$ cat src/sha_pkg.sv
// sha-256 hasher shared types, constants and round functions
package sha_pkg;

  localparam logic [7:0] PAD_BYTE = 8'h80;
  localparam logic [0:0] CMD_ABSORB = 1'b0;
  localparam logic [0:0] CMD_FINAL = 1'b1;

  typedef logic [31:0] word_t;

  typedef struct packed {
    word_t a, b, c, d, e, f, g, h;
  } hstate_t;

  localparam hstate_t INIT_HASH = '{
    32'h6a09e667, 32'hbb67ae85, 32'h3c6ef372, 32'ha54ff53a,
    32'h510e527f, 32'h9b05688c, 32'h1f83d9ab, 32'h5be0cd19};

  function automatic word_t round_k(input logic [5:0] t);
    word_t k;
    unique case (t)
      6'd0: k = 32'h428a2f98; 6'd1: k = 32'h71374491; 6'd2: k = 32'hb5c0fbcf;
      6'd3: k = 32'he9b5dba5; 6'd4: k = 32'h3956c25b; 6'd5: k = 32'h59f111f1;
      6'd6: k = 32'h923f82a4; 6'd7: k = 32'hab1c5ed5; 6'd8: k = 32'hd807aa98;
      6'd9: k = 32'h12835b01; 6'd10: k = 32'h243185be; 6'd11: k = 32'h550c7dc3;
      6'd12: k = 32'h72be5d74; 6'd13: k = 32'h80deb1fe; 6'd14: k = 32'h9bdc06a7;
      6'd15: k = 32'hc19bf174; 6'd16: k = 32'he49b69c1; 6'd17: k = 32'hefbe4786;
      6'd18: k = 32'h0fc19dc6; 6'd19: k = 32'h240ca1cc; 6'd20: k = 32'h2de92c6f;
      6'd21: k = 32'h4a7484aa; 6'd22: k = 32'h5cb0a9dc; 6'd23: k = 32'h76f988da;
      6'd24: k = 32'h983e5152; 6'd25: k = 32'ha831c66d; 6'd26: k = 32'hb00327c8;
      6'd27: k = 32'hbf597fc7; 6'd28: k = 32'hc6e00bf3; 6'd29: k = 32'hd5a79147;
      6'd30: k = 32'h06ca6351; 6'd31: k = 32'h14292967; 6'd32: k = 32'h27b70a85;
      6'd33: k = 32'h2e1b2138; 6'd34: k = 32'h4d2c6dfc; 6'd35: k = 32'h53380d13;
      6'd36: k = 32'h650a7354; 6'd37: k = 32'h766a0abb; 6'd38: k = 32'h81c2c92e;
      6'd39: k = 32'h92722c85; 6'd40: k = 32'ha2bfe8a1; 6'd41: k = 32'ha81a664b;
      6'd42: k = 32'hc24b8b70; 6'd43: k = 32'hc76c51a3; 6'd44: k = 32'hd192e819;
      6'd45: k = 32'hd6990624; 6'd46: k = 32'hf40e3585; 6'd47: k = 32'h106aa070;
      6'd48: k = 32'h19a4c116; 6'd49: k = 32'h1e376c08; 6'd50: k = 32'h2748774c;
      6'd51: k = 32'h34b0bcb5; 6'd52: k = 32'h391c0cb3; 6'd53: k = 32'h4ed8aa4a;
      6'd54: k = 32'h5b9cca4f; 6'd55: k = 32'h682e6ff3; 6'd56: k = 32'h748f82ee;
      6'd57: k = 32'h78a5636f; 6'd58: k = 32'h84c87814; 6'd59: k = 32'h8cc70208;
      6'd60: k = 32'h90befffa; 6'd61: k = 32'ha4506ceb; 6'd62: k = 32'hbef9a3f7;
      default: k = 32'hc67178f2;
    endcase
    return k;
  endfunction

  function automatic word_t ror(input word_t x, input int n);
    return (x >> n) | (x << (32 - n));
  endfunction

  function automatic word_t sig0(input word_t x);
    return ror(x, 7) ^ ror(x, 18) ^ (x >> 3);
  endfunction

  function automatic word_t sig1(input word_t x);
    return ror(x, 17) ^ ror(x, 19) ^ (x >> 10);
  endfunction

  function automatic hstate_t round_step(input hstate_t v, input word_t k, input word_t w);
    word_t s1, ch, x, s0, mj;
    hstate_t r;
    s1 = ror(v.e, 6) ^ ror(v.e, 11) ^ ror(v.e, 25);
    ch = (v.e & v.f) ^ (~v.e & v.g);
    x = v.h + s1 + ch + k + w;
    s0 = ror(v.a, 2) ^ ror(v.a, 13) ^ ror(v.a, 22);
    mj = (v.a & v.b) ^ (v.a & v.c) ^ (v.b & v.c);
    r.h = v.g; r.g = v.f; r.f = v.e; r.e = v.d + x;
    r.d = v.c; r.c = v.b; r.b = v.a; r.a = x + s0 + mj;
    return r;
  endfunction

  function automatic hstate_t hadd(input hstate_t p, input hstate_t q);
    hstate_t r;
    r.a = p.a + q.a; r.b = p.b + q.b; r.c = p.c + q.c; r.d = p.d + q.d;
    r.e = p.e + q.e; r.f = p.f + q.f; r.g = p.g + q.g; r.h = p.h + q.h;
    return r;
  endfunction

  function automatic word_t hword(input hstate_t s, input logic [2:0] i);
    word_t r;
    unique case (i)
      3'd0: r = s.a; 3'd1: r = s.b; 3'd2: r = s.c; 3'd3: r = s.d;
      3'd4: r = s.e; 3'd5: r = s.f; 3'd6: r = s.g;
      default: r = s.h;
    endcase
    return r;
  endfunction

endpackage

$ cat src/sha256_stream_hasher.sv
// sha-256 streaming hasher top level: control, compression rounds, digest output
//
// channel | direction | fields
// in_     | input     | command, message_byte
// out_    | output    | digest_word, word_index, last_word
//
// an absorb writes one byte; the 64th byte of a block starts a compression of
// load, prefetch, round and update steps, input stalled
// a finalize pads each block, compresses one or two
// blocks, then sends eight words at one per cycle while out_stall is low
// rst_n is synchronous and restores the initial hash and an empty length
module sha256_stream_hasher (
  input  logic        clk,
  input  logic        rst_n,
  input  logic        in_valid,
  output logic        in_stall,
  input  logic        in_command,
  input  logic [7:0]  in_message_byte,
  output logic        out_valid,
  input  logic        out_stall,
  output logic [31:0] out_digest_word,
  output logic [2:0]  out_word_index,
  output logic        out_last_word
);
  typedef enum logic [6:0] {
    ST_IDLE  = 7'b0000001,
    ST_PAD   = 7'b0000010,
    ST_LOAD  = 7'b0000100,
    ST_ROUND = 7'b0001000,
    ST_ADD   = 7'b0010000,
    ST_OUT   = 7'b0100000,
    ST_PRE   = 7'b1000000
  } state_t;

  state_t            state_r, state_nxt;
  sha_pkg::hstate_t  hash_r, work_r;
  logic [5:0]        fill_r;
  logic [63:0]       bits_r;
  logic [6:0]        cnt_r;
  logic              final_r;
  logic              second_r;
  logic [2:0]        oidx_r;

  logic              bw_en;
  logic [3:0]        bw_addr, bw_be, br_addr;
  sha_pkg::word_t    bw_data, br_data;
  logic              sw_en;
  logic [3:0]        sw_addr, sra, srb;
  sha_pkg::word_t    sw_data, srd_a, srd_b, w_cur;
  sha_pkg::word_t    w_hist [2];
  sha_pkg::word_t    w_m7, w_m16_r;

  logic accept_in;
  assign accept_in = in_valid && !in_stall;
  assign in_stall  = (state_r != ST_IDLE);

  sha_buf_mem u_buf (
    .clk(clk), .wr_en(bw_en), .wr_addr(bw_addr), .wr_be(bw_be),
    .wr_data(bw_data), .rd_addr(br_addr), .rd_data(br_data));

  sha_sched_mem u_sched (
    .clk(clk), .wr_en(sw_en), .wr_addr(sw_addr), .wr_data(sw_data),
    .rd_addr_a(sra), .rd_addr_b(srb), .rd_data_a(srd_a), .rd_data_b(srd_b));

  // pad word builder: pad word index is cnt_r[3:0]
  logic [3:0]  fw_idx;
  logic [1:0]  fb_idx;
  logic        long_pad;
  assign fw_idx   = fill_r[5:2];
  assign fb_idx   = fill_r[1:0];
  assign long_pad = (fill_r >= 6'd56);

  always_comb begin
    logic [3:0] pw;
    sha_pkg::word_t pad_w;
    logic [3:0] pad_be;
    pw = cnt_r[3:0];
    pad_w = '0;
    pad_be = 4'hf;
    if (!second_r && pw == fw_idx) begin
      pad_be = 4'h0;
      for (int b = 0; b < 4; b++) begin
        if (b[1:0] >= fb_idx) pad_be[3-b] = 1'b1;
        if (b[1:0] == fb_idx) pad_w[(3-b)*8 +: 8] = sha_pkg::PAD_BYTE;
      end
    end
    if ((second_r || !long_pad) && pw == 4'd14) pad_w = bits_r[63:32];
    if ((second_r || !long_pad) && pw == 4'd15) pad_w = bits_r[31:0];

    bw_en = 1'b0; bw_addr = fw_idx; bw_be = 4'h0; bw_data = '0;
    if (state_r == ST_IDLE && accept_in && in_command == sha_pkg::CMD_ABSORB) begin
      bw_en = 1'b1;
      bw_be = 4'b1000 >> fb_idx;
      bw_data = {4{in_message_byte}};
    end else if (state_r == ST_PAD) begin
      bw_addr = pw;
      bw_en = second_r || (pw >= fw_idx);
      bw_be = pad_be;
      bw_data = pad_w;
    end
  end

  // schedule: cnt_r is round index t; w[t] for t>=16 from ring
  logic [5:0] t;
  assign t = cnt_r[5:0];
  assign br_addr = cnt_r[3:0];
  assign sra = (state_r == ST_PRE) ? 4'd0 :
               (t < 6'd15) ? t[3:0] + 4'd1 : t[3:0] + 4'd2;
  assign srb = t[3:0] + 4'd10;
  assign w_m7 = srd_b;

  always_comb begin
    if (t < 6'd16) w_cur = srd_a;
    else w_cur = sha_pkg::sig1(w_hist[1]) + w_m7 + sha_pkg::sig0(srd_a) + w_m16_r;
  end

  always_comb begin
    sw_en = 1'b0; sw_addr = cnt_r[3:0] - 4'd1; sw_data = br_data;
    if (state_r == ST_LOAD && cnt_r != 7'd0) sw_en = 1'b1;
    else if (state_r == ST_ROUND && t >= 6'd16) begin
      sw_en = 1'b1; sw_addr = t[3:0]; sw_data = w_cur;
    end
  end

  always_comb begin
    state_nxt = state_r;
    unique case (state_r)
      ST_IDLE: begin
        if (accept_in) begin
          if (in_command == sha_pkg::CMD_FINAL) state_nxt = ST_PAD;
          else if (fill_r == 6'd63) state_nxt = ST_LOAD;
        end
      end
      ST_PAD:   if (cnt_r[3:0] == 4'd15) state_nxt = ST_LOAD;
      ST_LOAD:  if (cnt_r == 7'd16) state_nxt = ST_PRE;
      ST_PRE:   state_nxt = ST_ROUND;
      ST_ROUND: if (t == 6'd63) state_nxt = ST_ADD;
      ST_ADD: begin
        if (!final_r) state_nxt = ST_IDLE;
        else if (long_pad && !second_r) state_nxt = ST_PAD;
        else state_nxt = ST_OUT;
      end
      ST_OUT:   if (!out_stall && oidx_r == 3'd7) state_nxt = ST_IDLE;
      default:  state_nxt = ST_IDLE;
    endcase
  end

  always_ff @(posedge clk) begin
    if (!rst_n) begin
      state_r <= ST_IDLE; hash_r <= sha_pkg::INIT_HASH; fill_r <= '0;
      bits_r <= '0; cnt_r <= '0; final_r <= 1'b0; second_r <= 1'b0; oidx_r <= '0;
    end else begin
      state_r <= state_nxt;
      unique case (state_r)
        ST_IDLE: begin
          cnt_r <= '0;
          if (accept_in) begin
            if (in_command == sha_pkg::CMD_FINAL) final_r <= 1'b1;
            else begin
              fill_r <= fill_r + 6'd1;
              bits_r <= bits_r + 64'd8;
            end
          end
        end
        ST_PAD:   cnt_r <= (cnt_r[3:0] == 4'd15) ? 7'd0 : cnt_r + 7'd1;
        ST_LOAD:  begin
          cnt_r <= (cnt_r == 7'd16) ? 7'd0 : cnt_r + 7'd1;
          work_r <= hash_r;
        end
        ST_PRE:   cnt_r <= '0;
        ST_ROUND: begin
          work_r <= sha_pkg::round_step(work_r, sha_pkg::round_k(t), w_cur);
          w_hist[1] <= w_hist[0];
          w_hist[0] <= w_cur;
          if (t == 6'd0) w_m16_r <= w_cur;
          else if (t >= 6'd16) w_m16_r <= srd_a;
          cnt_r <= cnt_r + 7'd1;
        end
        ST_ADD: begin
          hash_r <= sha_pkg::hadd(hash_r, work_r);
          cnt_r <= '0;
          if (final_r && long_pad && !second_r) second_r <= 1'b1;
          oidx_r <= '0;
        end
        ST_OUT: begin
          if (!out_stall) begin
            oidx_r <= oidx_r + 3'd1;
            if (oidx_r == 3'd7) begin
              hash_r <= sha_pkg::INIT_HASH; fill_r <= '0; bits_r <= '0;
              final_r <= 1'b0; second_r <= 1'b0;
            end
          end
        end
        default: cnt_r <= '0;
      endcase
    end
  end

  assign out_valid       = (state_r == ST_OUT);
  assign out_digest_word = sha_pkg::hword(hash_r, oidx_r);
  assign out_word_index  = oidx_r;
  assign out_last_word   = (oidx_r == 3'd7);

  a_out_only_in_out: assert property (@(posedge clk) disable iff (!rst_n)
    out_valid |-> in_stall) else $error("output while input open");
  a_last_on_seven: assert property (@(posedge clk) disable iff (!rst_n)
    (out_valid && out_last_word && !out_stall) |=> (state_r == ST_IDLE))
    else $error("digest did not end");
  a_round_bound: assert property (@(posedge clk) disable iff (!rst_n)
    (state_r == ST_ROUND) |-> (cnt_r < 7'd64)) else $error("round overrun");
endmodule

$ cat src/sha_buf_mem.sv
// 16-word block buffer memory with byte write enables and registered read
module sha_buf_mem (
  input  logic                 clk,
  input  logic                 wr_en,
  input  logic [3:0]           wr_addr,
  input  logic [3:0]           wr_be,
  input  sha_pkg::word_t       wr_data,
  input  logic [3:0]           rd_addr,
  output sha_pkg::word_t       rd_data
);
  sha_pkg::word_t mem [16];

  always_ff @(posedge clk) begin
    if (wr_en) begin
      for (int b = 0; b < 4; b++) begin
        if (wr_be[b]) mem[wr_addr][b*8 +: 8] <= wr_data[b*8 +: 8];
      end
    end
    rd_data <= mem[rd_addr];
  end
endmodule

$ cat src/sha_sched_mem.sv
// 16-word message schedule ring, one write and two registered reads
module sha_sched_mem (
  input  logic           clk,
  input  logic           wr_en,
  input  logic [3:0]     wr_addr,
  input  sha_pkg::word_t wr_data,
  input  logic [3:0]     rd_addr_a,
  input  logic [3:0]     rd_addr_b,
  output sha_pkg::word_t rd_data_a,
  output sha_pkg::word_t rd_data_b
);
  sha_pkg::word_t mem [16];

  always_ff @(posedge clk) begin
    if (wr_en) mem[wr_addr] <= wr_data;
    rd_data_a <= mem[rd_addr_a];
    rd_data_b <= mem[rd_addr_b];
  end
endmodule
$ cat config.mk
export PLATFORM = sky130hd
export DESIGN_NAME = sha256_stream_hasher
export DESIGN_NICKNAME = d
export VERILOG_FILES = /design/src/sha_pkg.sv /design/src/sha256_stream_hasher.sv /design/src/sha_buf_mem.sv /design/src/sha_sched_mem.sv
export SDC_FILE = /design/constraint.sdc
export NUM_CORES = 2
export LEC_CHECK = 0
export ABC_AREA = 1
export CORE_UTILIZATION = 23
export DETAILED_ROUTE_END_ITERATION = 16
export DONT_BUFFER_PORTS = 1
export PLACE_DENSITY_LB_ADDON = 0.25
export SYNTH_ARGS = -nofsm -noshare
export SYNTH_HDL_FRONTEND = slang
export SYNTH_SLANG_ARGS = --single-unit
$ cat constraint.sdc
create_clock -name clk -period 22 [get_ports clk]
set_input_delay 2.2 -clock clk [delete_from_list [all_inputs] [get_ports clk]]
set_output_delay 2.2 -clock clk [all_outputs]
set_load 0.01 [all_outputs]
# == Word level (Yosys, flattened, before mapping) ==
# Memory sizes are Yosys's and may differ from the RTL's. A register that Yosys moved wholly into a read port is not among the register bits.
# Index checks and enable logic that the tools add are counted.
# op_classes
addsub,26
n_mul,0
n_div,0
magnitude_cmp,9
eq_ne,35
n_shift,1
mux,89
bitwise,28
n_reduce_logical,34
# op_table
op,n
$pmux 256 s2,2
$add 32x32->32,18
$mux 256,2
$mux 32,12
$xor 32x32->32,9
$mux 64,4
$pmux 32 s7,1
$and 32x32->32,5
$pmux 64 s2,1
$add 64x4->64 const B,1
$mux 7,9
$pmux 7 s7,1
$mux 6,8
$mux 4,9
$mux 8,4
$not 32->32,1
$or 10x32->32,1
$or 13x32->32,1
$or 14x32->32,1
$or 15x32->32,1
$or 19x32->32,1
$or 21x32->32,1
$or 25x32->32,1
$or 26x32->32,1
58 further kinds,127
# totals
reg_bits,633
latchBits,0
ram_bits,1088
romBits,2048
input_bits,13
output_inout_bits,38
word_cells,250
memories,4
# memory_table
memory,depth,word_bits,rd,rd_clocked_by_memory_dff,write_ports,line_no,rtl
(name not given),64,32,1,1,0,sha_pkg.sv:20,unique case (t)
u_buf.mem,16,32,1,1,1,sha_buf_mem.sv:11,sha_pkg::word_t mem [16];
u_sched.mem,16,32,2,2,1,sha_sched_mem.sv:12,sha_pkg::word_t mem [16];
w_hist,2,32,2,0,2,sha256_stream_hasher.sv:50,sha_pkg::word_t w_hist [2];

# == Depth between registers and ports, before layout ==
# An unclocked memory read counts as a cell.
# depth
word_depth,12
mapped_depth,55
mapped_depth_nobuf,54

# == By module ==
# A second synthesis with hierarchy kept.
# hier_totals
cells_unflattened,14483
hier_area_um2,115012.8
# modules_own_cells
module,n_inst,cells_each,area_per_inst_um2,seq_area_each_um2
sha256_stream_hasher,1,8971,63325.7,18057.3
sha_sched_mem,1,3317,28671.2,16656.0
sha_buf_mem,1,2195,23015.8,16015.4

# == Worst setup path after synthesis ==
# OpenSTA, ideal clock, no wires.
# synth_timing
kind,input -> register
start,input port rst_n
end,register work_r[0] (netlist name) (enable)
arrival_ns,14.954
setup_slack_ns,6.087
cell_stages,4
n_path_buf,2
path_cell_list,inv_2 -> clkbuf_1 -> clkbuf_1 -> a21oi_1
# synth_via
elab_chain_cells,1
# synth_lines
item,line_no,rtl
"start, declared",sha256_stream_hasher.sv:14,"input logic rst_n,"
$reduce_and 2->1 (no line),n/a,
"end signal, assigned",sha256_stream_hasher.sv:168,work_r <= hash_r;
"end signal, assigned",sha256_stream_hasher.sv:172,"work_r <= sha_pkg::round_step(work_r, sha_pkg::round_k(t), w_cur);"
"end, declared",sha256_stream_hasher.sv:36,"sha_pkg::hstate_t hash_r, work_r;"
# No other way between the ends.
# A chain may end at the register's enable or synchronous reset.

==> flow_summary.toml <==
[outcome]
status = "finished with violations"
violations = "max-capacitance violations, max-slew violations"

[worst_setup_path]
arrival_ps = 11240
crit_path_start = "w_hist[0][54]$_DFFE_PP_"
max_stage_delay_ps = 550
cpMostUsedCell = "inv_1"
criticalPathCategory = "reg2reg"
crit_fanout = 5
cp-endpoint = "work_r[251]$_DFFE_PP_"
start_kind = "flop"
reg2reg_slack_ps = 11360
crit_path_end_kind = "flop"
worstReg2RegStart = "w_hist[0][54]$_DFFE_PP_"
reg2reg_to = "work_r[251]$_DFFE_PP_"
slowest_stage = "a21oi_1"
required_ps = 22600
r2r_cells = 42

[global_routing]
grt_pass1_vias = 91238
grt_overflow = 0
grt_pass1_wl_um = 672000
grt_usage_pct = 18.7
antenna_found_initial = 20
grt_max_degree = 233

[yosys]
ys_ff_latch = 1846
yosys.area_share.xor_xnor_pct = 3.34
yosysSeqAreaShare_pct = 45.6
synthMuxAreaShare_pct = 0
synth_top_family_by_area = "simple AND/OR/NAND/NOR gates"
synth_top_cell_area_share_pct = 37.2
avgSynthCellArea_sq_um = 8.35
synth.distinct_cells = 79
ys_async_sr_fraction_pct = 0
synth_compound_area_share_pct = 16.4
synth_adder_area_share_pct = 8.15
synth_edf_count = 1376
synth_area_sq_um = 111000
synth-simple-area-share_pct = 18.7
synth_area_leader_cell = "edfxtp_1"
syn_nets = 13928
yosysWarnings = 0
synth_area_leaders = "edfxtp_1 37%, nand2_1 9.0%, dfxtp_1 8.5%, o21ai_0 6.7%, inv_1 5.2%"
syn_inst = 13308
synthFlopType = "edfxtp_1"

[routing]
routed_wl_um = 475000
drc = 0
via_per_inst = 4.91
first_pass_iters = 6
vias = 96420
antenna_left = 0
detail_route.iter0.violations = 9840
wire_per_inst_um = 24.2

[floorplan]
core_sq_um = 480000
die_y_um = 697
core.rowCount = 254
die_area_sq_um = 486000
initial_core_util_pct = 23.2
boundaryPins = 51
dieWidth_um = 697

[clock_tree]
insertion_delay_ps = 960
cts_tree = "built"
ctsHoldBuffers = 0
h-tree-depth = 4
postCtsSetupBuffers = 0
cts-resized-gates = 0
cts_buffers = 212
cts_sinks = 1846
clockBufferDepth = 4
cts_root_buf = "clkbuf_16"
path_clk_slew_ps = 60

[power_and_ir_drop]
power_per_cell_area_nw_per_um2 = 138
clockPowerShare_pct = 20.9
comb_power_share_pct = 55.7
intPower_mw = 9.01
total_power_mw = 17.2
power_frac_seq_pct = 23.4
p_sw_mw = 8.23
ir_drop_v = 0.000199
swShare_pct = 47.7
p_leak_nw = 47.7

[cells_and_area]
final_cells = 19637
drive_above_1_share_pct = 5.33
design.final.nets = 13672
area_delta_synth_final_pct = 12.5
n_fill_cell = 52227
multi_input_area_sq_um = 52100
finalInstanceArea_sq_um = 125000
register_area_sq_um = 50700

[sta]
min_period_ps = 10640
worst_pin_slew_ps = 1520
fin_ws_ps = 11360
rsz0062_at_grt = "false"
hold_viol = 0
finalCritPeriodShare_pct = 48.4
drv_slew = 2
slew_headroom_pct = -2.12
setup_violations = 0
clock.fmax_mhz = 94.0
skew_ps = 130
tns_ps = 0

[placement]
portBuffers = 0
place.gp.congestion = 0.973
dp.final_hpwl_um = 338000
pre_cts_ws_ps = 11450
dp.cells = 19238
place_area_sq_um = 118000

[hold_path]
whs_path_depth = 0
hp-class = "reg2reg"

[run]
drv_cap = 1
layout make-up:
| cell class | count | share of cell area (%) |
|---|---|---|
| well taps | 6400 | 6.40 |
| repair buffers | 182 | 1.16 |
| clock buffers | 296 | 4.68 |
| multi-input cells | 9235 | 41.6 |
| inverters | 1575 | 4.76 |
| diodes | 12 | 0.0240 |
| flip-flops and latches | 1846 | 40.6 |
| clock inverters | 91 | 0.777 |
state kept, by name, summed over array words and instances (netlist names), 32 cells and up, named ones only:
name	count
u_buf.mem	512
u_sched.mem	512
hash_r	256
work_r	256
w_hist	64
bits_r	61
u_buf.rd_data	32
u_sched.rd_data_a	32
u_sched.rd_data_b	32
w_m16_r	32
routing by layer:
| layer | GRT usage [%] | up-vias | share of wire, % |
|---|---|---|---|
| met3 | 2.33 | 619 | 6.7 |
| met2 | 30.5 | 3444 | 45 |
| met4 | 5.41 | 6 | 3.1 |
| met5 | 0 | - | 0.0080 |
| li1 | - | 44899 | - |
| met1 | 26.0 | 47452 | 45 |
layout by cell type (no fill, tap or decap), types with 214 or more instances in the layout:
master | synthesis | final
inv_1 | 1537 | 1531
edfxtp_1 | 1376 | 1376
nor2_1 | 846 | 826
o21ai_0 | 1497 | 1438
xor2_1 | 242 | 242
nand2_1 | 2669 | 2668
clkbuf_16 | 0 | 214
a21oi_1 | 1034 | 1033
dfxtp_1 | 470 | 466
ha_1 | 412 | 411
nand3_1 | 975 | 975
worst max-delay path, delay by kind of cell (launching register included):
| family | cells | cell delay [ps] |
|---|---|---|
| DFF | 1 | 470 |
| and+or+nand+nor | 10 | 1710 |
| adders and majority gates | 9 | 3970 |
| buffers and inverters | 9 | 660 |
| xor gates and xnor gates | 5 | 1250 |
| AOI/OAI and AO/OA | 9 | 2240 |
cell usage after synthesis (all sizes together) (164+ instances only):
cell type  number
a21oi        1034
buf           195
clkbuf        457
dfxtp         470
edfxtp       1376
fa            195
ha            412
inv          1572
nand2        2682
nand3         983
nor2          852
o211ai        164
o21ai        1552
xnor2         180
xor2          243
power groups by stage:
stage          logic (mW)  clock network (mW)  registers [mW]
5_1_grt              10.6                3.78            4.04
3_5_place_dp         9.38                   0            4.11
4_1_cts              9.44                3.67            4.03
2_1_floorplan        6.34                   0            4.05
6_report             9.60                3.60            4.04
3_3_place_gp         9.53                   0            4.11
per-stage QoR:
step                hold slack [ps]  utilization, %
floorplan                       400               -
finish                          384            26.1
detailed placement              405            24.6
global placement                406            24.6
CTS                             390            26.1
global route                    396            26.1
logic make-up after synthesis:
logic type	count (synthesis)
flip-flops	1846
buffers and inverters	2227
AND/OR/NAND/NOR	4922
AO/OA/AOI/OAI	3283
XOR/XNOR	423
adder cells (fa/ha/maj)	607
worst min-delay path by stage:
stage	from	endpoint	slack (ps)
floorplan	w_hist[0][0]$_DFFE_PP_	w_hist[0][32]$_DFFE_PP_	400
global placement	w_hist[0][7]$_DFFE_PP_	w_hist[0][39]$_DFFE_PP_	410
detailed placement	w_hist[0][14]$_DFFE_PP_	w_hist[0][46]$_DFFE_PP_	400
CTS	w_hist[0][13]$_DFFE_PP_	w_hist[0][45]$_DFFE_PP_	390
global route	w_hist[0][13]$_DFFE_PP_	w_hist[0][45]$_DFFE_PP_	400
finish	w_hist[0][13]$_DFFE_PP_	w_hist[0][45]$_DFFE_PP_	380
No activity file was read; power rests on OpenSTA's default activity.
